**src/rtl/rssd_pkg.sv**
```systemverilog
// Shared types, codes and constants of the sprite span decoder.
package rssd_pkg;

  // Command byte codes and range limits
  localparam logic [7:0] CMD_ROW     = 8'h00;
  localparam logic [7:0] CMD_LIT_MAX = 8'h7F;
  localparam logic [7:0] CMD_END     = 8'h80;
  localparam logic [7:0] CMD_SKP_MAX = 8'hBF;
  localparam logic [7:0] CMD_SHADOW  = 8'hC0;
  localparam logic [7:0] CMD_FILL    = 8'hC1;

  // Mask that gives the shadow count from its alpha byte (alpha mod 4)
  localparam logic [7:0] SHADOW_CNT_MASK = 8'(4 - 1);

  // Span kinds
  localparam logic KIND_OPAQUE = 1'b0;
  localparam logic KIND_SHADOW = 1'b1;

  // Configuration register indexes
  localparam int unsigned CFG_INDEX_W = 4;
  localparam logic [CFG_INDEX_W-1:0] CFG_SURFACE_WIDTH  = 4'd0;
  localparam logic [CFG_INDEX_W-1:0] CFG_SURFACE_HEIGHT = 4'd1;
  localparam logic [CFG_INDEX_W-1:0] CFG_KEY_INDEX      = 4'd2;
  localparam logic [CFG_INDEX_W-1:0] CFG_KEY_SUBSTITUTE = 4'd3;

  // Configuration reset values
  localparam logic [15:0] RST_SURFACE_WIDTH  = 16'd640;
  localparam logic [15:0] RST_SURFACE_HEIGHT = 16'd480;
  localparam logic [7:0]  RST_KEY_INDEX      = 8'd0;
  localparam logic [7:0]  RST_KEY_SUBSTITUTE = 8'd0;

  // Default depth of the queue between parser and span engine
  localparam int unsigned QUEUE_DEPTH_DEF = 4;

  // Parser phase
  typedef enum logic [2:0] {
    PH_CMD,
    PH_LITERAL,
    PH_SHADOW_ALPHA,
    PH_SHADOW_COUNT,
    PH_FILL_COUNT,
    PH_FILL_COLOUR
  } phase_t;

  // End cause of a sprite
  typedef enum logic [1:0] {
    DONE_RUN  = 2'd0,
    DONE_MARK = 2'd1,
    DONE_OUT  = 2'd2
  } done_t;

  // Operation handed from the parser to the span engine
  typedef enum logic [1:0] {
    OP_ROW,
    OP_SKIP,
    OP_SPAN,
    OP_END
  } op_code_t;

  typedef struct packed {
    op_code_t   code;
    logic [7:0] len;     // span length or skip distance
    logic       kind;
    logic [7:0] value;   // raw colour index or alpha
    done_t      done;
    logic       shadow;  // shadow seen, valid with a nonzero done
  } op_t;

  // Live configuration
  typedef struct packed {
    logic [15:0] surface_width;
    logic [15:0] surface_height;
    logic [7:0]  key_index;
    logic [7:0]  key_substitute;
  } cfg_t;

endpackage

```
**src/rtl/rssd_if.sv**
```systemverilog
// Channel interfaces of the sprite span decoder: coded bytes, spans, configuration.
interface rssd_in_if;
  logic       valid;
  logic       ready;
  logic [7:0] data_byte;
  logic       last_byte;

  modport source (output valid, output data_byte, output last_byte, input ready);
  modport sink   (input valid, input data_byte, input last_byte, output ready);
endinterface

interface rssd_out_if;
  logic        valid;
  logic        ready;
  logic [15:0] span_x;
  logic [15:0] span_y;
  logic [7:0]  span_length;
  logic        span_kind;
  logic [7:0]  span_value;
  logic [1:0]  sprite_done;
  logic        shadow_seen;

  modport source (output valid, output span_x, output span_y, output span_length,
                  output span_kind, output span_value, output sprite_done,
                  output shadow_seen, input ready);
  modport sink   (input valid, input span_x, input span_y, input span_length,
                  input span_kind, input span_value, input sprite_done,
                  input shadow_seen, output ready);
endinterface

interface rssd_cfg_if;
  logic        valid;
  logic        ready;
  logic [3:0]  index;
  logic [15:0] data;

  modport source (output valid, output index, output data, input ready);
  modport sink   (input valid, input index, input data, output ready);
endinterface

```
**src/rtl/rssd_front.sv**
```systemverilog
// Byte parser: tracks the command phase and turns bytes into span operations.
module rssd_front (
  input  logic             clk,
  input  logic             rst_n,
  input  logic             accept,
  input  logic [7:0]       data_byte,
  input  logic             last_byte,
  output logic             op_push,
  output rssd_pkg::op_t    op
);
  import rssd_pkg::*;

  phase_t     phase_r, phase_nxt;
  logic [7:0] count_r, count_nxt;
  logic [7:0] alpha_r, alpha_nxt;
  logic       shadow_r, shadow_nxt;
  done_t      done;
  logic       shadow_hit;
  logic [7:0] count_dec;

  assign count_dec = count_r - 8'd1;

  // Classify end cause and shadow spans of this byte
  always_comb begin
    done = DONE_RUN;
    if (phase_r == PH_CMD && data_byte == CMD_END) begin
      done = DONE_MARK;
    end else if (last_byte) begin
      done = DONE_OUT;
    end
    shadow_hit = ((phase_r == PH_SHADOW_ALPHA) && ((data_byte & SHADOW_CNT_MASK) != 8'd0)) ||
                 ((phase_r == PH_SHADOW_COUNT) && (data_byte != 8'd0));
  end

  // Next state
  always_comb begin
    phase_nxt  = phase_r;
    count_nxt  = count_r;
    alpha_nxt  = alpha_r;
    shadow_nxt = shadow_r | shadow_hit;
    case (phase_r)
      PH_LITERAL: begin
        count_nxt = count_dec;
        if (count_dec == 8'd0) phase_nxt = PH_CMD;
      end
      PH_SHADOW_ALPHA: begin
        alpha_nxt = data_byte;
        phase_nxt = ((data_byte & SHADOW_CNT_MASK) != 8'd0) ? PH_CMD : PH_SHADOW_COUNT;
      end
      PH_SHADOW_COUNT: phase_nxt = PH_CMD;
      PH_FILL_COUNT: begin
        count_nxt = data_byte;
        phase_nxt = PH_FILL_COLOUR;
      end
      PH_FILL_COLOUR: begin
        count_nxt = 8'd0;
        phase_nxt = PH_CMD;
      end
      default: begin
        phase_nxt = PH_CMD;
        if (data_byte == CMD_ROW || data_byte == CMD_END) begin
          phase_nxt = PH_CMD;
        end else if (data_byte <= CMD_LIT_MAX) begin
          count_nxt = data_byte;
          phase_nxt = PH_LITERAL;
        end else if (data_byte <= CMD_SKP_MAX) begin
          phase_nxt = PH_CMD;
        end else if (data_byte == CMD_SHADOW) begin
          phase_nxt = PH_SHADOW_ALPHA;
        end else if (data_byte == CMD_FILL) begin
          phase_nxt = PH_FILL_COUNT;
        end else begin
          count_nxt = data_byte - CMD_SHADOW;
          phase_nxt = PH_FILL_COLOUR;
        end
      end
    endcase
    // Drop all sprite state once it ends
    if (done != DONE_RUN) begin
      phase_nxt  = PH_CMD;
      count_nxt  = 8'd0;
      alpha_nxt  = 8'd0;
      shadow_nxt = 1'b0;
    end
  end

  // Operation for the span engine
  always_comb begin
    logic has_op;
    has_op    = 1'b0;
    op        = '0;
    op.code   = OP_END;
    op.done   = done;
    op.shadow = shadow_r | shadow_hit;
    case (phase_r)
      PH_LITERAL: begin
        has_op   = 1'b1;
        op.code  = OP_SPAN;
        op.len   = 8'd1;
        op.kind  = KIND_OPAQUE;
        op.value = data_byte;
      end
      PH_SHADOW_ALPHA: begin
        has_op   = shadow_hit;
        op.code  = OP_SPAN;
        op.len   = data_byte & SHADOW_CNT_MASK;
        op.kind  = KIND_SHADOW;
        op.value = data_byte;
      end
      PH_SHADOW_COUNT: begin
        has_op   = shadow_hit;
        op.code  = OP_SPAN;
        op.len   = data_byte;
        op.kind  = KIND_SHADOW;
        op.value = alpha_r;
      end
      PH_FILL_COUNT: has_op = 1'b0;
      PH_FILL_COLOUR: begin
        has_op   = (count_r != 8'd0);
        op.code  = OP_SPAN;
        op.len   = count_r;
        op.kind  = KIND_OPAQUE;
        op.value = data_byte;
      end
      default: begin
        if (data_byte == CMD_ROW) begin
          has_op  = 1'b1;
          op.code = OP_ROW;
        end else if (data_byte > CMD_END && data_byte <= CMD_SKP_MAX) begin
          has_op  = 1'b1;
          op.code = OP_SKIP;
          op.len  = data_byte - CMD_END;
        end
      end
    endcase
    // An ending byte always yields one item; only a span survives next to the end
    if (done != DONE_RUN && !(has_op && op.code == OP_SPAN)) begin
      op.code  = OP_END;
      op.len   = 8'd0;
      op.kind  = KIND_OPAQUE;
      op.value = 8'd0;
    end
    op_push = accept && (has_op || done != DONE_RUN);
  end

  // Hold phase and counters
  always_ff @(posedge clk) begin
    if (!rst_n) begin
      phase_r  <= PH_CMD;
      count_r  <= 8'd0;
      alpha_r  <= 8'd0;
      shadow_r <= 1'b0;
    end else if (accept) begin
      phase_r  <= phase_nxt;
      count_r  <= count_nxt;
      alpha_r  <= alpha_nxt;
      shadow_r <= shadow_nxt;
    end
  end

`ifndef SYNTHESIS
  a_end_resets_phase: assert property (@(posedge clk) disable iff (!rst_n)
    (accept && op_push && op.done != DONE_RUN) |=> (phase_r == PH_CMD && !shadow_r))
    else $error("phase not cleared after sprite end");
  a_shadow_marks_flag: assert property (@(posedge clk) disable iff (!rst_n)
    (accept && shadow_hit && done == DONE_RUN) |=> shadow_r)
    else $error("shadow flag lost");
  a_span_nonzero: assert property (@(posedge clk) disable iff (!rst_n)
    (op_push && op.code == OP_SPAN) |-> (op.len != 8'd0))
    else $error("empty span pushed");
`endif

endmodule

```
**src/rtl/rssd_queue.sv**
```systemverilog
// Short operation queue between the parser and the span engine.
module rssd_queue #(
  parameter int unsigned DEPTH = rssd_pkg::QUEUE_DEPTH_DEF
) (
  input  logic            clk,
  input  logic            rst_n,
  input  logic            push,
  input  rssd_pkg::op_t   push_op,
  output logic            full,
  input  logic            pop,
  output logic            pop_valid,
  output rssd_pkg::op_t   pop_op
);
  import rssd_pkg::*;

  localparam int unsigned AW = (DEPTH > 1) ? $clog2(DEPTH) : 1;
  localparam int unsigned CW = $clog2(DEPTH + 1);

  op_t           slot_r [DEPTH];
  logic [AW-1:0] wr_ptr_r, wr_ptr_nxt;
  logic [AW-1:0] rd_ptr_r, rd_ptr_nxt;
  logic [CW-1:0] count_r, count_nxt;
  logic          do_push, do_pop;

  assign full      = (count_r == CW'(DEPTH));
  assign pop_valid = (count_r != '0);
  assign pop_op    = slot_r[rd_ptr_r];
  assign do_push   = push && !full;
  assign do_pop    = pop && pop_valid;

  // Advance pointers and fill count
  always_comb begin
    wr_ptr_nxt = wr_ptr_r;
    rd_ptr_nxt = rd_ptr_r;
    count_nxt  = count_r;
    if (do_push) wr_ptr_nxt = (wr_ptr_r == AW'(DEPTH - 1)) ? '0 : wr_ptr_r + 1'b1;
    if (do_pop)  rd_ptr_nxt = (rd_ptr_r == AW'(DEPTH - 1)) ? '0 : rd_ptr_r + 1'b1;
    if (do_push && !do_pop) count_nxt = count_r + 1'b1;
    if (do_pop && !do_push) count_nxt = count_r - 1'b1;
  end

  always_ff @(posedge clk) begin
    if (!rst_n) begin
      wr_ptr_r <= '0;
      rd_ptr_r <= '0;
      count_r  <= '0;
    end else begin
      wr_ptr_r <= wr_ptr_nxt;
      rd_ptr_r <= rd_ptr_nxt;
      count_r  <= count_nxt;
    end
  end

  // Store pushed operations
  always_ff @(posedge clk) begin
    if (do_push) slot_r[wr_ptr_r] <= push_op;
  end

`ifndef SYNTHESIS
  a_count_bound: assert property (@(posedge clk) disable iff (!rst_n)
    count_r <= CW'(DEPTH))
    else $error("queue count overflow");
  a_no_push_full: assert property (@(posedge clk) disable iff (!rst_n)
    full |-> !push)
    else $error("push into full queue");
  a_count_tracks: assert property (@(posedge clk) disable iff (!rst_n)
    (do_push && !do_pop) |=> (count_r == $past(count_r) + 1'b1))
    else $error("queue count did not advance");
`endif

endmodule

```
**src/rtl/rssd_back.sv**
```systemverilog
// Span engine: tracks column and row, clips spans, applies the colour key.
module rssd_back (
  input  logic            clk,
  input  logic            rst_n,
  input  rssd_pkg::cfg_t  cfg,
  input  logic            op_valid,
  input  rssd_pkg::op_t   op,
  output logic            op_pop,
  output logic            out_valid,
  input  logic            out_ready,
  output logic [15:0]     span_x,
  output logic [15:0]     span_y,
  output logic [7:0]      span_length,
  output logic            span_kind,
  output logic [7:0]      span_value,
  output logic [1:0]      sprite_done,
  output logic            shadow_seen
);
  import rssd_pkg::*;

  logic [15:0] column_r, column_nxt;
  logic [15:0] row_r, row_nxt;
  logic        valid_r, valid_nxt;
  logic [15:0] x_r, y_r;
  logic [7:0]  len_r, val_r;
  logic        kind_r, seen_r;
  done_t       done_r;

  logic        in_area, emit;
  logic [15:0] room;
  logic [7:0]  vis, value_k;

  // Clip against the surface and apply the key
  always_comb begin
    in_area = (column_r < cfg.surface_width) && (row_r < cfg.surface_height);
    room    = cfg.surface_width - column_r;
    vis     = ({8'd0, op.len} < room) ? op.len : room[7:0];
    value_k = (op.kind == KIND_OPAQUE && op.value == cfg.key_index) ?
              cfg.key_substitute : op.value;
  end

  assign op_pop = op_valid && (!valid_r || out_ready);
  assign emit   = op_pop && ((op.code == OP_SPAN && in_area) || op.done != DONE_RUN);

  // Advance position
  always_comb begin
    column_nxt = column_r;
    row_nxt    = row_r;
    if (op_pop) begin
      case (op.code)
        OP_ROW: begin
          row_nxt    = row_r + 16'd1;
          column_nxt = 16'd0;
        end
        OP_SKIP: column_nxt = column_r + {8'd0, op.len};
        OP_SPAN: column_nxt = column_r + {8'd0, op.len};
        default: column_nxt = column_r;
      endcase
      if (op.done != DONE_RUN) begin
        column_nxt = 16'd0;
        row_nxt    = 16'd0;
      end
    end
    valid_nxt = emit ? 1'b1 : (out_ready ? 1'b0 : valid_r);
  end

  always_ff @(posedge clk) begin
    if (!rst_n) begin
      column_r <= 16'd0;
      row_r    <= 16'd0;
      valid_r  <= 1'b0;
    end else begin
      column_r <= column_nxt;
      row_r    <= row_nxt;
      valid_r  <= valid_nxt;
    end
  end

  // Load the output register
  always_ff @(posedge clk) begin
    if (emit) begin
      if (op.code == OP_SPAN && in_area) begin
        x_r    <= column_r;
        y_r    <= row_r;
        len_r  <= vis;
        kind_r <= op.kind;
        val_r  <= value_k;
      end else begin
        x_r    <= 16'd0;
        y_r    <= 16'd0;
        len_r  <= 8'd0;
        kind_r <= KIND_OPAQUE;
        val_r  <= 8'd0;
      end
      done_r <= op.done;
      seen_r <= (op.done != DONE_RUN) && op.shadow;
    end
  end

  assign out_valid   = valid_r;
  assign span_x      = x_r;
  assign span_y      = y_r;
  assign span_length = len_r;
  assign span_kind   = kind_r;
  assign span_value  = val_r;
  assign sprite_done = done_r;
  assign shadow_seen = seen_r;

`ifndef SYNTHESIS
  a_running_has_pixels: assert property (@(posedge clk) disable iff (!rst_n)
    (valid_r && done_r == DONE_RUN) |-> (len_r != 8'd0 && !seen_r))
    else $error("running item without visible pixels");
  a_end_clears_pos: assert property (@(posedge clk) disable iff (!rst_n)
    (op_pop && op.done != DONE_RUN) |=> (column_r == 16'd0 && row_r == 16'd0))
    else $error("position not cleared after sprite end");
  a_span_inside: assert property (@(posedge clk) disable iff (!rst_n)
    (valid_r && len_r != 8'd0) |-> (x_r < cfg.surface_width && y_r < cfg.surface_height))
    else $error("visible span outside surface");
`endif

endmodule

```
**src/rtl/rle_sprite_span_decoder.sv**
```systemverilog
// Top level of the run-length sprite span decoder.
//
// in_ch takes the coded sprite one byte per transaction (data_byte, last_byte).
// out_ch gives one span transaction per byte that draws visible pixels, and one
// per sprite end (0x80 marker or a byte flagged last_byte); an end item carries
// sprite_done and shadow_seen and zeros in the span fields if nothing was drawn.
// cfg_ch writes surface_width (0), surface_height (1), key_index (2) and
// key_substitute (3); it is always ready and is meant for idle periods.
// Throughput: one byte per cycle while the queue has room. A parser stage classifies
// each byte in the cycle it is accepted and writes any operation it yields into a
// QUEUE_DEPTH entry queue; unless out_ch stalls, the span engine retires one
// operation per cycle, loading spans and ends into the output register; a span is
// registered in the queue, then in the output register. If out_ch stalls, the output
// register holds its item, the queue fills and in_ch.ready drops once it is full.
// Reset (rst_n low at a clock edge) restores register defaults 640, 480, 0, 0,
// empties the queue and output register and starts a new sprite.
module rle_sprite_span_decoder #(
  parameter int unsigned QUEUE_DEPTH = rssd_pkg::QUEUE_DEPTH_DEF
) (
  input  logic        clk,
  input  logic        rst_n,
  rssd_in_if.sink     in_ch,
  rssd_out_if.source  out_ch,
  rssd_cfg_if.sink    cfg_ch
);
  import rssd_pkg::*;

  cfg_t  cfg_r, cfg_nxt;
  logic  in_accept;
  logic  q_full, q_push, q_pop, q_valid;
  op_t   q_in_op, q_out_op;

  // Configuration registers
  assign cfg_ch.ready = 1'b1;

  always_comb begin
    cfg_nxt = cfg_r;
    if (cfg_ch.valid) begin
      case (cfg_ch.index)
        CFG_SURFACE_WIDTH:  cfg_nxt.surface_width  = cfg_ch.data;
        CFG_SURFACE_HEIGHT: cfg_nxt.surface_height = cfg_ch.data;
        CFG_KEY_INDEX:      cfg_nxt.key_index      = cfg_ch.data[7:0];
        CFG_KEY_SUBSTITUTE: cfg_nxt.key_substitute = cfg_ch.data[7:0];
        default:            cfg_nxt = cfg_r;
      endcase
    end
  end

  always_ff @(posedge clk) begin
    if (!rst_n) begin
      cfg_r.surface_width  <= RST_SURFACE_WIDTH;
      cfg_r.surface_height <= RST_SURFACE_HEIGHT;
      cfg_r.key_index      <= RST_KEY_INDEX;
      cfg_r.key_substitute <= RST_KEY_SUBSTITUTE;
    end else begin
      cfg_r <= cfg_nxt;
    end
  end

  // Accept a byte whenever the queue has room
  assign in_ch.ready = !q_full;
  assign in_accept   = in_ch.valid && !q_full;

  rssd_front u_front (
    .clk       (clk),
    .rst_n     (rst_n),
    .accept    (in_accept),
    .data_byte (in_ch.data_byte),
    .last_byte (in_ch.last_byte),
    .op_push   (q_push),
    .op        (q_in_op)
  );

  rssd_queue #(
    .DEPTH (QUEUE_DEPTH)
  ) u_queue (
    .clk       (clk),
    .rst_n     (rst_n),
    .push      (q_push),
    .push_op   (q_in_op),
    .full      (q_full),
    .pop       (q_pop),
    .pop_valid (q_valid),
    .pop_op    (q_out_op)
  );

  rssd_back u_back (
    .clk         (clk),
    .rst_n       (rst_n),
    .cfg         (cfg_r),
    .op_valid    (q_valid),
    .op          (q_out_op),
    .op_pop      (q_pop),
    .out_valid   (out_ch.valid),
    .out_ready   (out_ch.ready),
    .span_x      (out_ch.span_x),
    .span_y      (out_ch.span_y),
    .span_length (out_ch.span_length),
    .span_kind   (out_ch.span_kind),
    .span_value  (out_ch.span_value),
    .sprite_done (out_ch.sprite_done),
    .shadow_seen (out_ch.shadow_seen)
  );

endmodule
```
**src/flat_wrapper.sv**
```systemverilog
// flat-port wrapper written by rule: the top's interface ports become plain ports
module rle_sprite_span_decoder_flat import rssd_pkg::*;
#(
  parameter int unsigned QUEUE_DEPTH = rssd_pkg::QUEUE_DEPTH_DEF
)
  (clk, rst_n, in_ch_valid, in_ch_data_byte, in_ch_last_byte, in_ch_ready, out_ch_valid, out_ch_span_x, out_ch_span_y, out_ch_span_length, out_ch_span_kind, out_ch_span_value, out_ch_sprite_done, out_ch_shadow_seen, out_ch_ready, cfg_ch_valid, cfg_ch_index, cfg_ch_data, cfg_ch_ready);
  rssd_in_if in_ch_i ();
  rssd_out_if out_ch_i ();
  rssd_cfg_if cfg_ch_i ();
  input  logic clk;
  input  logic rst_n;
  input wire logic [$bits(in_ch_i.valid)-1:0] in_ch_valid;
  input wire logic [$bits(in_ch_i.data_byte)-1:0] in_ch_data_byte;
  input wire logic [$bits(in_ch_i.last_byte)-1:0] in_ch_last_byte;
  output wire logic [$bits(in_ch_i.ready)-1:0] in_ch_ready;
  output wire logic [$bits(out_ch_i.valid)-1:0] out_ch_valid;
  output wire logic [$bits(out_ch_i.span_x)-1:0] out_ch_span_x;
  output wire logic [$bits(out_ch_i.span_y)-1:0] out_ch_span_y;
  output wire logic [$bits(out_ch_i.span_length)-1:0] out_ch_span_length;
  output wire logic [$bits(out_ch_i.span_kind)-1:0] out_ch_span_kind;
  output wire logic [$bits(out_ch_i.span_value)-1:0] out_ch_span_value;
  output wire logic [$bits(out_ch_i.sprite_done)-1:0] out_ch_sprite_done;
  output wire logic [$bits(out_ch_i.shadow_seen)-1:0] out_ch_shadow_seen;
  input wire logic [$bits(out_ch_i.ready)-1:0] out_ch_ready;
  input wire logic [$bits(cfg_ch_i.valid)-1:0] cfg_ch_valid;
  input wire logic [$bits(cfg_ch_i.index)-1:0] cfg_ch_index;
  input wire logic [$bits(cfg_ch_i.data)-1:0] cfg_ch_data;
  output wire logic [$bits(cfg_ch_i.ready)-1:0] cfg_ch_ready;
  assign in_ch_i.valid = in_ch_valid;
  assign in_ch_i.data_byte = in_ch_data_byte;
  assign in_ch_i.last_byte = in_ch_last_byte;
  assign in_ch_ready = in_ch_i.ready;
  assign out_ch_valid = out_ch_i.valid;
  assign out_ch_span_x = out_ch_i.span_x;
  assign out_ch_span_y = out_ch_i.span_y;
  assign out_ch_span_length = out_ch_i.span_length;
  assign out_ch_span_kind = out_ch_i.span_kind;
  assign out_ch_span_value = out_ch_i.span_value;
  assign out_ch_sprite_done = out_ch_i.sprite_done;
  assign out_ch_shadow_seen = out_ch_i.shadow_seen;
  assign out_ch_i.ready = out_ch_ready;
  assign cfg_ch_i.valid = cfg_ch_valid;
  assign cfg_ch_i.index = cfg_ch_index;
  assign cfg_ch_i.data = cfg_ch_data;
  assign cfg_ch_ready = cfg_ch_i.ready;
  rle_sprite_span_decoder #(.QUEUE_DEPTH(QUEUE_DEPTH)) u_core (.clk(clk), .rst_n(rst_n), .in_ch(in_ch_i), .out_ch(out_ch_i), .cfg_ch(cfg_ch_i));
endmodule
```
**config.mk**
```make
export PLATFORM = sky130hd
export DESIGN_NAME = rle_sprite_span_decoder_flat
export DESIGN_NICKNAME = d
export VERILOG_FILES = /design/src/rtl/rssd_pkg.sv /design/src/rtl/rssd_if.sv /design/src/rtl/rssd_front.sv /design/src/rtl/rssd_queue.sv /design/src/rtl/rssd_back.sv /design/src/rtl/rle_sprite_span_decoder.sv /design/src/flat_wrapper.sv
export SDC_FILE = /design/constraint.sdc
export NUM_CORES = 1
export LEC_CHECK = 0
export BUFFER_PORTS_ARGS = -buffer_cell sky130_fd_sc_hd__buf_4
export CORE_MARGIN = 5
export CORE_UTILIZATION = 50
export DETAILED_ROUTE_END_ITERATION = 6
export PLACE_DENSITY = 0.68
export REMOVE_ABC_BUFFERS = 1
export SLEW_MARGIN = 20
export SYNTH_ARGS = -nofsm -noshare
export SYNTH_HDL_FRONTEND = slang
export SYNTH_SLANG_ARGS = --single-unit
```
**constraint.sdc**
```tcl
create_clock -name clk -period 12.6 [get_ports clk]
set_clock_uncertainty 0.15 [all_clocks]
set_input_delay 2.52 -clock clk [delete_from_list [all_inputs] [get_ports clk]]
set_output_delay 2.52 -clock clk [all_outputs]
set_load 0.03 [all_outputs]
```
Word-level counts from Yosys, hierarchy flattened
Memory sizes are Yosys's and may differ from the RTL's. A register that Yosys moved wholly into a read port is not among the register bits. Index checks and enable logic that the tools add are counted.

Flip-flop bits (word level): 160. Memory bits (writable): 88. Input bits: 34. Memories kept: 1.

Add/subtract/negate cells: 10. Magnitude comparators: 6. Equal/unequal tests: 24. Multiplexer cells: 46. Bitwise operators: 2. Reductions and logical operators: 57.

Memory list: u_core.u_queue.slot_r (words 4, bits a word 22, read ports 1, clocked after memory_dff 1, write ports 1, line rssd_queue.sv:19) `op_t slot_r [DEPTH];`.

Operators by type and width (count): two-way mux 8 bit (11); one-hot mux 10 bit (5 select lines) (1); two-way mux 16 bit (3); < comparator 16 bit (2); one-hot mux 16 bit (2 select lines) (1); one-hot mux 8 bit (4 select lines) (1); one-hot mux 9 bit (3 select lines) (1); equality test 8 bit (second input constant) (3); two-way mux 3 bit (8); nonzero test 8 bit (3); two-way mux 19 bit (1); logical AND 1 bit (18); != test 6 x 2 -> 1 bit (second input constant) (3); adder 16 x 1 -> 16 bit (second input constant) (1); adder 16 x 8 -> 16 bit (1); logical NOT 8 bit (2); < comparator 8 x 16 -> 1 bit (1); two-way mux 2 bit (8); AND reduction 2 bit (8); subtractor 16 bit (1); subtractor 8 bit (second input constant) (2); one-hot mux 3 bit (4 select lines) (1); nonzero test 2 bit (6); two-way mux 10 bit (1); 30 further kinds (57).

Logic depth before layout (Yosys ltp)
Gate-level depths: netlist of the first run.

Depth after elaboration: 11. Mapped depth: 17. Gate-level depth less buffers: 17.

Cells and area by module
A second synthesis of the first run with hierarchy kept.

Cells, all modules: 1158. Area total of the unflattened synthesis: 12858.6 um^2.

By module, submodules not included: rssd_back (times used 1, cells an instance 540, area each 5318.9 um^2); rssd_queue (times used 1, cells an instance 170, area each 3673.5 um^2); rssd_front (times used 1, cells an instance 260, area each 1971.9 um^2); rle_sprite_span_decoder (times used 1, cells an instance 188, area each 1894.3 um^2).

Worst setup path before layout of the first run
OpenSTA, ideal clock, no wires.

Path kind: input port to flip-flop. Start point: input port out_ch_ready. End point: register u_core.u_back.seen_r, in the netlist u_core.u_back.shadow_seen, enable pin. Data arrival time: 5472 ps. Setup slack: 6499 ps. Stages on the path: 4. Cells stage by stage: nand2b_1 nand2_1 clkbuf_1 a21oi_1.

Cells in the longest elaborated chain, start to end: 3.

Ends and longest elaborated chain: start: declaration (line flat_wrapper.sv:24) `input wire logic [$bits(out_ch_i.ready)-1:0] out_ch_ready;`; logical OR 1 bit (line rssd_back.sv:42) `assign op_pop = op_valid && (!valid_r || out_ready);`; logical AND 1 bit (line rssd_back.sv:42); logical AND 1 bit (line rssd_back.sv:43) `assign emit = op_pop && ((op.code == OP_SPAN && in_area) || op.done != DONE_RUN);`; net u_core.u_back.emit (line rssd_back.sv:29) `logic in_area, emit;`; end signal: assignment (line rssd_back.sv:96) `seen_r <= (op.done != DONE_RUN) && op.shadow;`; end: declaration (line rssd_back.sv:26) `logic kind_r, seen_r;`.

The timed path passes the listed nets, and every way through them passes these cells. A chain may end at the register's enable or synchronous reset.

==> qor.csv, run 1 <==
metric,value,unit
outcome,finished clean,
multi-input logic area,5767,um2
die span in y,169.3,um
number of flops mapped to enable cells by yosys,140,
slew margin rel.,0.3413,
Synth Register Bits,250,
DR DRC count,0,
sequential share of the synthesized area,0.5052,
maxcap violations,0,
drt via density,5.715,
critical path class,primary input to flop,
top post-synthesis cells by area,"edfxtp_1, dfxtp_1, ha_1, nand2_1, mux4_2",
post-synth cell types,75,
Initial Utilization,0.5050,
Sequential Area,6407,um2
first-pass GRT wire length,47660,um
Leak,5.309,nW
Worst-Margin Slew,0.9805,ns
ANT nets after route,0,
Global Route Usage Sum,0.2038,
crit end category,flop,
Post-Syn Area,12680,um2
Root Driver,clkbuf_16,
routed vias,9355,
Routed WL per cell,18.29,um
Top Ports,89,
Cell Pwr Density,186.6,nW/um2
"Clk pin slew, worst setup/hold paths",0.06,ns
post-synthesis async set-or-reset flop share,0,
Non-Filler Instances,1637,
commonest register cell after synthesis,edfxtp_1,
pin count of the biggest net entering global routing,74,
DP HPWL,21280,um
drt pass-1 iters,5,
Core Area,25110,um2
Resized Gates After CTS,0,
placed cell areas,13560,um2
Hold Buf Count CTS,0,
Final Max Tran Viols,0,
fin util,0.5743,
port bufs,87,
Rows,58,
Critical Path Fanout Max,8,
maximum VDD drop,0.0001283,V
Tcrit/Tclk final,0.4119,
Die W,169.3,um
Final setup violation count,0,
CTS tree,yes,
starting DRC count in detailed routing,608,
H-Tree Depth,1,
achievable clock frequency,192.7,MHz
final net count,1386,
top-area cell type share of the netlist area,0.3315,
Final min period,5.191,ns
final setup TNS,0,ns
RSZ-0062 raised after global routing,no,
area of the die,28650,um2
n_diodes,0,
area delta synth->final,13.72,%
clock buffer depth,3,
Inst Count DP,1587,
grt total ovfl,0,
Synth Instances,1222,
initial antenna violation count,0,
final instance area,14420,um2
CP required,12.91,ns
Synth Warn #,0,
"wirelength, routed",29940,um
layout cell share with drive strength beyond 1,0.1385,
worst min path class,flop to flop,
count of final hold-check violations,0,
syn_area_per_cell,10.38,um2
postcts setup bufs,0,
filler cell count in the final layout,2180,
Worst Path Arrival,5.50,ns
startpoint type of the worst setup path,primary input,
GPL Wtd Cong,0.9189,
Clock Latency Late Sink,0.54,ns
vias in the first global route,9021,
CTS Buf Count,27,
Synth area leader,edfxtp_1,
# clock sinks,250,
## metal layers
layer / share of wire / GRT usage / wire length, um
met1: 0.43 / 0.2686 / 12850
met5: 0 / 0 / 0
met4: 0.025 / 0.05705 / 759
met2: 0.50 / 0.3568 / 14890
met3: 0.048 / 0.02446 / 1438
## power breakdown
group	internal (mW)	switching, mW	total [mW]
logic	0.302	0.567	0.868
registers	1.01	0.0543	1.06
clock network	0.436	0.321	0.757
## path summary, 6_finish.rpt
| check | depth (start not counted) | to | slack (ns) | start |
|---|---|---|---|---|
| min | 2 | u_core.cfg_r[28] | 0.31 | u_core.cfg_r[28] |
| max reg2reg | 16 | u_core.u_back.span_length[1] | 8.17 | u_core.cfg_r[32] |
| max | 13 | u_core.u_queue.count_r[2] | 7.41 | in_ch_data_byte[4] |
| min reg2reg | 2 | u_core.cfg_r[28] | 0.31 | u_core.cfg_r[28] |
## cell type report
cell class                      instances  share of cell area
Clock buffer                           38             0.05180
Clock inverter                         12            0.007375
Inverter                               71             0.01848
Multi-Input combinational cell        841              0.3999
Sequential cell                       250              0.4443
Tap cell                              330             0.02863
Timing Repair Buffer                   95             0.04946
## cells by family (layout without fill, tap and decap cells)
| family | after synthesis | after routing | synth area share |
|---|---|---|---|
| xor+xnor | 45 | 45 | 0.03108 |
| flops | 250 | 250 | 0.5052 |
| simple gates | 439 | 439 | 0.1690 |
| mux | 60 | 60 | 0.06946 |
| buf+inv | 131 | 216 | 0.04193 |
| fa+ha+maj | 66 | 66 | 0.06690 |
| other cells | 1 | 1 | 0.0002957 |
| compound gates | 230 | 230 | 0.1161 |
## Yosys cell counts, drive strengths merged (10+ instances only)
cell and n:
nor2 118, dfxtp 110, mux4 22, nand3b 13, nor4 15, or3 12, xor2 20, ha 63
a22oi 21, nand4 31, edfxtp 140, nand3 26, a21o 10, o21ai 39, nand2b 12, nand2 131
clkbuf 52, xnor2 25, inv 71, and2 26, a21oi 91, mux2i 37, nor2b 11, nor3 20
## layout by cell type, fill, tap and decap left out, drive strengths merged, types with 31 or more instances in the layout
master and n:
mux2i 37, dfxtp 110, buf 95, edfxtp 140, nand4 31, clkbuf 38
o21ai 39, ha 63, a21oi 91, nand2 131, nor2 118, inv 73
## per-stage QoR
step / setup slack (ns) / total power, mW / hold slack [ns]
after global routing: 7.049 / 2.823 / 0.3244
after CTS: 7.171 / 2.717 / 0.3083
final: 7.409 / 2.690 / 0.3091
after floorplan: 6.167 / 1.646 / 0.2863
after detailed placement: 6.604 / 1.956 / 0.2995
after global placement: 6.748 / 1.943 / 0.2973
## critical path: stages
cell,delay [ns]
buf_4,0.15
nor4_2,0.45
nand3_1,0.16
nor2b_1,0.38
nor2_1,0.20
a31oi_1,0.52
inv_1,0.10
ha_1,0.24
inv_1,0.07
fa_1,0.17
xor2_1,0.07
or3_1,0.30
a21oi_1,0.15
## sequential cells by signal (all words and copies together) (netlist names), named ones only
name	flops
u_core.u_back.shadow_seen	1
u_core.u_back.column_r	16
u_core.u_back.span_length	8
u_core.u_queue.wr_ptr_r	2
u_core.u_queue.rd_ptr_r	2
u_core.u_back.span_x	16
u_core.u_back.row_r	16
u_core.u_queue.slot_r	88
u_core.u_front.alpha_r	8
u_core.u_back.out_valid	1
u_core.u_front.phase_r	3
u_core.cfg_r	48
u_core.u_back.span_y	16
u_core.u_back.span_value	8
u_core.u_back.sprite_done	2
u_core.u_queue.count_r	3
u_core.u_front.count_r	8
u_core.u_back.span_kind	1
u_core.u_front.shadow_r	1
No activity file was read; power rests on OpenSTA's default activity.
==> run 2, diff against run 1 <==
==> constraint.sdc (replaced) <==
create_clock -name clk -period 4.8 [get_ports clk]
set_clock_uncertainty 0.15 [all_clocks]
set_input_delay 0.96 -clock clk [delete_from_list [all_inputs] [get_ports clk]]
set_output_delay 0.96 -clock clk [all_outputs]
set_load 0.03 [all_outputs]
==> qor.csv, run 2 (synthesis gave the netlist of run 1 again) <==
metric,value,unit
outcome,finished clean,
worst min path class,flop to flop,
CP max stage delay,0.63,ns
Root Driver,clkbuf_16,
drt pass-1 iters,5,
most frequent cells in the layout,"edfxtp_1, nand2_1, nor2_1",
Total Power,7.215,mW
postcts setup bufs,0,
Global Route Usage Sum,0.2082,
"most common cell after layout, fill and taps aside",edfxtp_1,
maxcap violations,0,
final instance area,14580,um2
Clock Latency Late Sink,0.53,ns
clock buffer depth,3,
ANT nets after route,0,
Worst Path Arrival,4.16,ns
crit path to,u_core.u_back.span_length[3],
"wirelength, routed",30280,um
achievable clock frequency,246.4,MHz
"delay-heaviest family, CP",simple AND/OR/NAND/NOR gates,
count of final hold-check violations,0,
area delta synth->final,15.01,%
Core Area,25110,um2
flop2flop setup slack,0.74,ns
fin util,0.5808,
Tcrit/Tclk final,0.8456,
crit end category,flop,
Worst Hold Depth,2,
Critical Path Fanout Max,8,
hold slack,0.3066,ns
Reg with most FFs,u_core.u_queue.slot_r,
vias in the first global route,9167,
pin count of the biggest net entering global routing,53,
first-pass GRT wire length,48910,um
Final setup violation count,0,
Inst Count DP,1600,
"Clk pin slew, worst setup/hold paths",0.06,ns
FF-to-FF End,u_core.u_back.span_length[3],
crit path buf inv count,1,
slew margin rel.,0.2565,
CP Cell Sequence,ha_1 -> fa_1 -> nand2b_1 -> a21oi_1 -> o21ai_0 -> nand2b_1 -> xor2_1 -> inv_1 -> ha_1 -> nand4_1 -> a211o_1 -> nand3_1 -> nand4_1 -> nor4_4 -> mux2i_1,
drt via density,5.699,
Routed WL per cell,18.33,um
critical path class,flop to flop,
Cell Pwr Density,494.7,nW/um2
Final Max Tran Viols,0,
H-Tree Depth,1,
port bufs,87,
DR DRC count,0,
Setup crit start,u_core.u_back.column_r[0],
die span in y,169.3,um
RSZ-0062 raised after global routing,no,
Worst-Margin Slew,1.107,ns
placed cell areas,13660,um2
CP Depth,15,
area of the die,28650,um2
startpoint type of the worst setup path,flop,
Leak,5.414,nW
reg2reg start,u_core.u_back.column_r[0],
CTS tree,yes,
worst slack at placement,0.6238,ns
Largest regs,"u_core.u_queue.slot_r x88, u_core.cfg_r x48",
GPL Wtd Cong,0.9104,
Non-Filler Instances,1652,
Rows,58,
Initial Utilization,0.5050,
final worst slack,0.7413,ns
slowest CP cell,nor4_4,
# clock sinks,250,
Resized Gates After CTS,0,
layout cell share with drive strength beyond 1,0.1445,
final net count,1400,
max reg flops,88,
Worst Reg-to-Reg Cells,15,
Final min period,4.059,ns
Die W,169.3,um
starting DRC count in detailed routing,856,
routed vias,9414,
initial antenna violation count,0,
grt total ovfl,0,
CP required,4.90,ns
maximum VDD drop,0.0003206,V
Top Ports,89,
CTS Buf Count,28,
Hold Buf Count CTS,0,
final setup TNS,0,ns
n_diodes,0,
DP HPWL,21580,um
-- run 2: cell count changes in the layout (fill, tap and decap cells not counted), moves of 2 or more --
cell	change
clkbuf_16	+2
buf_4	+13
clkbuf_8	+2
and2_2	-4
and2_1	+4
-- run 2: worst min-delay path by stage --
stage                     startpoint  slack, ns               end
global route        u_core.cfg_r[26]       0.32  u_core.cfg_r[26]
global placement    u_core.cfg_r[32]       0.29  u_core.cfg_r[32]
finish              u_core.cfg_r[32]       0.31  u_core.cfg_r[32]
CTS                 u_core.cfg_r[32]       0.31  u_core.cfg_r[32]
detailed placement  u_core.cfg_r[32]       0.30  u_core.cfg_r[32]
floorplan           u_core.cfg_r[17]       0.29  u_core.cfg_r[17]
-- run 2: area by class of cell --
type	instances	area (um2)
Sequential cell	250	6406
Inverter	71	266.5
Clock buffer	42	824.5
Multi-Input combinational cell	841	5759
Clock inverter	10	103.9
Fill cell	2181	10530
Timing Repair Buffer	108	810.8
Tap cell	330	412.9
-- run 2: power breakdown --
part	internal [mW]	total [mW]	switching [mW]
Sequential	2.65	2.79	0.136
Clock	1.29	2.12	0.831
Combinational	0.811	2.31	1.50
-- run 2: layer usage --
metal  vias up  global-route usage  share of wire
li1       4579                   -              -
met1      4513              0.2766           0.43
met2       269              0.3645           0.49
met3        53             0.02725          0.053
met4         0             0.05005          0.024
met5         -                   0              0
-- run 2: worst min-delay path, stage by stage (launching register included) --
cell     delay [ns]
dfxtp_1        0.31
nand2_1        0.05
a21oi_1        0.05
==> run 3, diff against run 2 <==
--- a/config.mk
+++ b/config.mk
@@ -9,7 +9,7 @@
 export CORE_MARGIN = 5
 export CORE_UTILIZATION = 50
 export DETAILED_ROUTE_END_ITERATION = 6
-export PLACE_DENSITY = 0.68
+export PLACE_DENSITY = 0.71
 export REMOVE_ABC_BUFFERS = 1
 export SLEW_MARGIN = 20
 export SYNTH_ARGS = -nofsm -noshare
==> constraint.sdc (replaced) <==
create_clock -name clk -period 3.32 [get_ports clk]
set_clock_uncertainty 0.15 [all_clocks]
set_input_delay 0.664 -clock clk [delete_from_list [all_inputs] [get_ports clk]]
set_output_delay 0.664 -clock clk [all_outputs]
set_load 0.03 [all_outputs]
==> qor.csv, run 3 (synthesis gave the netlist of run 1 again) <==
metric,value,unit
Final setup violation count,1,
crit path to,u_core.u_back.span_length[5],
critical path class,flop to flop,
die span in y,169.3,um
most frequent cells in the layout,"buf_4, edfxtp_1, nand2_1",
Routed WL per cell,17.55,um
Cell Pwr Density,686.7,nW/um2
slew margin rel.,0.4238,
count of final hold-check violations,0,
area delta synth->final,20.25,%
reg2reg start,u_core.cfg_r[32],
CTS Buf Count,26,
max reg flops,88,
starting DRC count in detailed routing,747,
Core Area,25110,um2
DP HPWL,22200,um
Tcrit/Tclk final,1.002,
initial antenna violation count,0,
Rows,58,
failing checks,negative setup slack,
Die W,169.3,um
worst slack at placement,-0.2537,ns
grt total ovfl,0,
flop2flop setup slack,-0.008,ns
vias in the first global route,9623,
port bufs,87,
pin count of the biggest net entering global routing,72,
Initial Utilization,0.5050,
Worst Path Arrival,3.55,ns
Leak,5.799,nW
outcome,finished with violations,
worst min path class,primary input to flop,
Worst-Margin Slew,0.8578,ns
achievable clock frequency,300.5,MHz
multi-input logic area,5881,um2
GPL Wtd Cong,0.9096,
"wirelength, routed",30350,um
FF-to-FF End,u_core.u_back.span_length[5],
maxcap violations,0,
clock buffer depth,3,
first-pass GRT wire length,49120,um
Global Route Usage Sum,0.2080,
DR DRC count,0,
layout cell share with drive strength beyond 1,0.2073,
crit end category,flop,
Largest regs,"u_core.u_queue.slot_r x88, u_core.cfg_r x48",
Sequential Area,6410,um2
Top Ports,89,
CTS tree,yes,
ANT nets after route,0,
Clock Latency Late Sink,0.53,ns
"most common cell after layout, fill and taps aside",buf_4,
drt via density,5.660,
drt pass-1 iters,5,
Inst Count DP,1679,
Final Max Tran Viols,0,
area of the die,28650,um2
Reg with most FFs,u_core.u_queue.slot_r,
CP required,3.55,ns
Setup crit start,u_core.cfg_r[32],
Critical Path Fanout Max,8,
final net count,1479,
Worst Reg-to-Reg Cells,17,
# clock sinks,250,
maximum VDD drop,0.0004470,V
H-Tree Depth,1,
startpoint type of the worst setup path,flop,
n_diodes,0,
Hold Buf Count CTS,0,
RSZ-0062 raised after global routing,yes,
final worst slack,-0.008264,ns
Final min period,3.328,ns
routed vias,9786,
Non-Filler Instances,1729,
Root Driver,clkbuf_16,
"Clk pin slew, worst setup/hold paths",0.06,ns
filler cell count in the final layout,2120,
-- run 3: cell count changes in the layout (fill, tap and decap cells not counted), moves of 3 or more --
cell,previous run,this run
a21oi_1,88,83
ha_1,63,59
dfxtp_2,0,3
buf_4,108,182
dfxtp_1,110,107
o21ai_0,35,31
o21ai_1,3,7
ha_4,0,4
clkbuf_8,5,2
buf_12,0,5
a21oi_2,2,6
-- run 3: layer usage --
metal | up-vias | global-route usage | share of wire
met5 | - | 0 | 0
met4 | 0 | 0.06545 | 0.026
met3 | 62 | 0.02679 | 0.050
met2 | 278 | 0.3704 | 0.51
met1 | 4710 | 0.2644 | 0.42
li1 | 4736 | - | -
-- run 3: stage by stage --
stage	hold WS [ns]	utilization	setup TNS [ns]	cell area, um2	total power [mW]
global placement	0.2942	0.5700	-1.417	14310	7.646
global route	0.2267	0.6073	-1.427	15250	10.99
CTS	0.1979	0.6030	0	15140	10.44
floorplan	0.2863	-	-185.04	12420	6.246
finish	0.2097	0.6073	-0.008264	15250	10.47
detailed placement	0.2994	0.5700	-3.219	14310	7.706
-- run 3: critical path, cell delays in order (launching register included) --
cell      delay [ns]
dfxtp_2         0.33
inv_2           0.04
ha_4            0.15
fa_2            0.34
nand2b_4        0.16
a21oi_2         0.16
o21ai_1         0.08
nand2b_1        0.12
xor2_2          0.16
inv_1           0.09
ha_4            0.26
nand4_1         0.09
a211o_1         0.25
nand3_1         0.08
nand4_1         0.14
nor4_4          0.17
buf_6           0.19
mux2i_2         0.21
-- run 3: repair_timing --
| item | in CTS | in global routing |
|---|---|---|
| setup buffers | 1 | 1 |
| pin swaps | 3 | 2 |
| endpoints found under the setup margin | 60 | 36 |
| gates resized for setup | 9 | 23 |
-- run 3: cell type report --
cell class / instances / area share
multi-input cells: 841 / 0.3857
flip-flops and latches: 250 / 0.4204
repair buffers: 189 / 0.09764
well taps: 330 / 0.02708
inverters: 71 / 0.01748
clock inverters: 12 / 0.003939
clock buffers: 36 / 0.04784
-- run 3: power breakdown --
group | leakage (nW) | internal, mW | switching (mW) | total (mW)
registers | 2.20 | 3.83 | 0.171 | 4.00
clock network | 0.394 | 1.53 | 1.19 | 2.73
logic | 3.20 | 1.48 | 2.27 | 3.75
total | 5.80 | 6.84 | 3.63 | 10.5
-- run 3: worst min-delay path by stage --
stage | slack, ns | cells past startpoint | startpoint | to
3_3_place_gp | 0.29 | 2 | u_core.cfg_r[18] | u_core.cfg_r[18]
5_1_grt | 0.23 | 3 | cfg_ch_data[9] | u_core.cfg_r[41]
2_1_floorplan | 0.29 | 2 | u_core.cfg_r[17] | u_core.cfg_r[17]
3_5_place_dp | 0.30 | 2 | u_core.cfg_r[19] | u_core.cfg_r[19]
6_report | 0.21 | 3 | cfg_ch_data[9] | u_core.cfg_r[41]
4_1_cts | 0.20 | 3 | cfg_ch_data[9] | u_core.cfg_r[41]
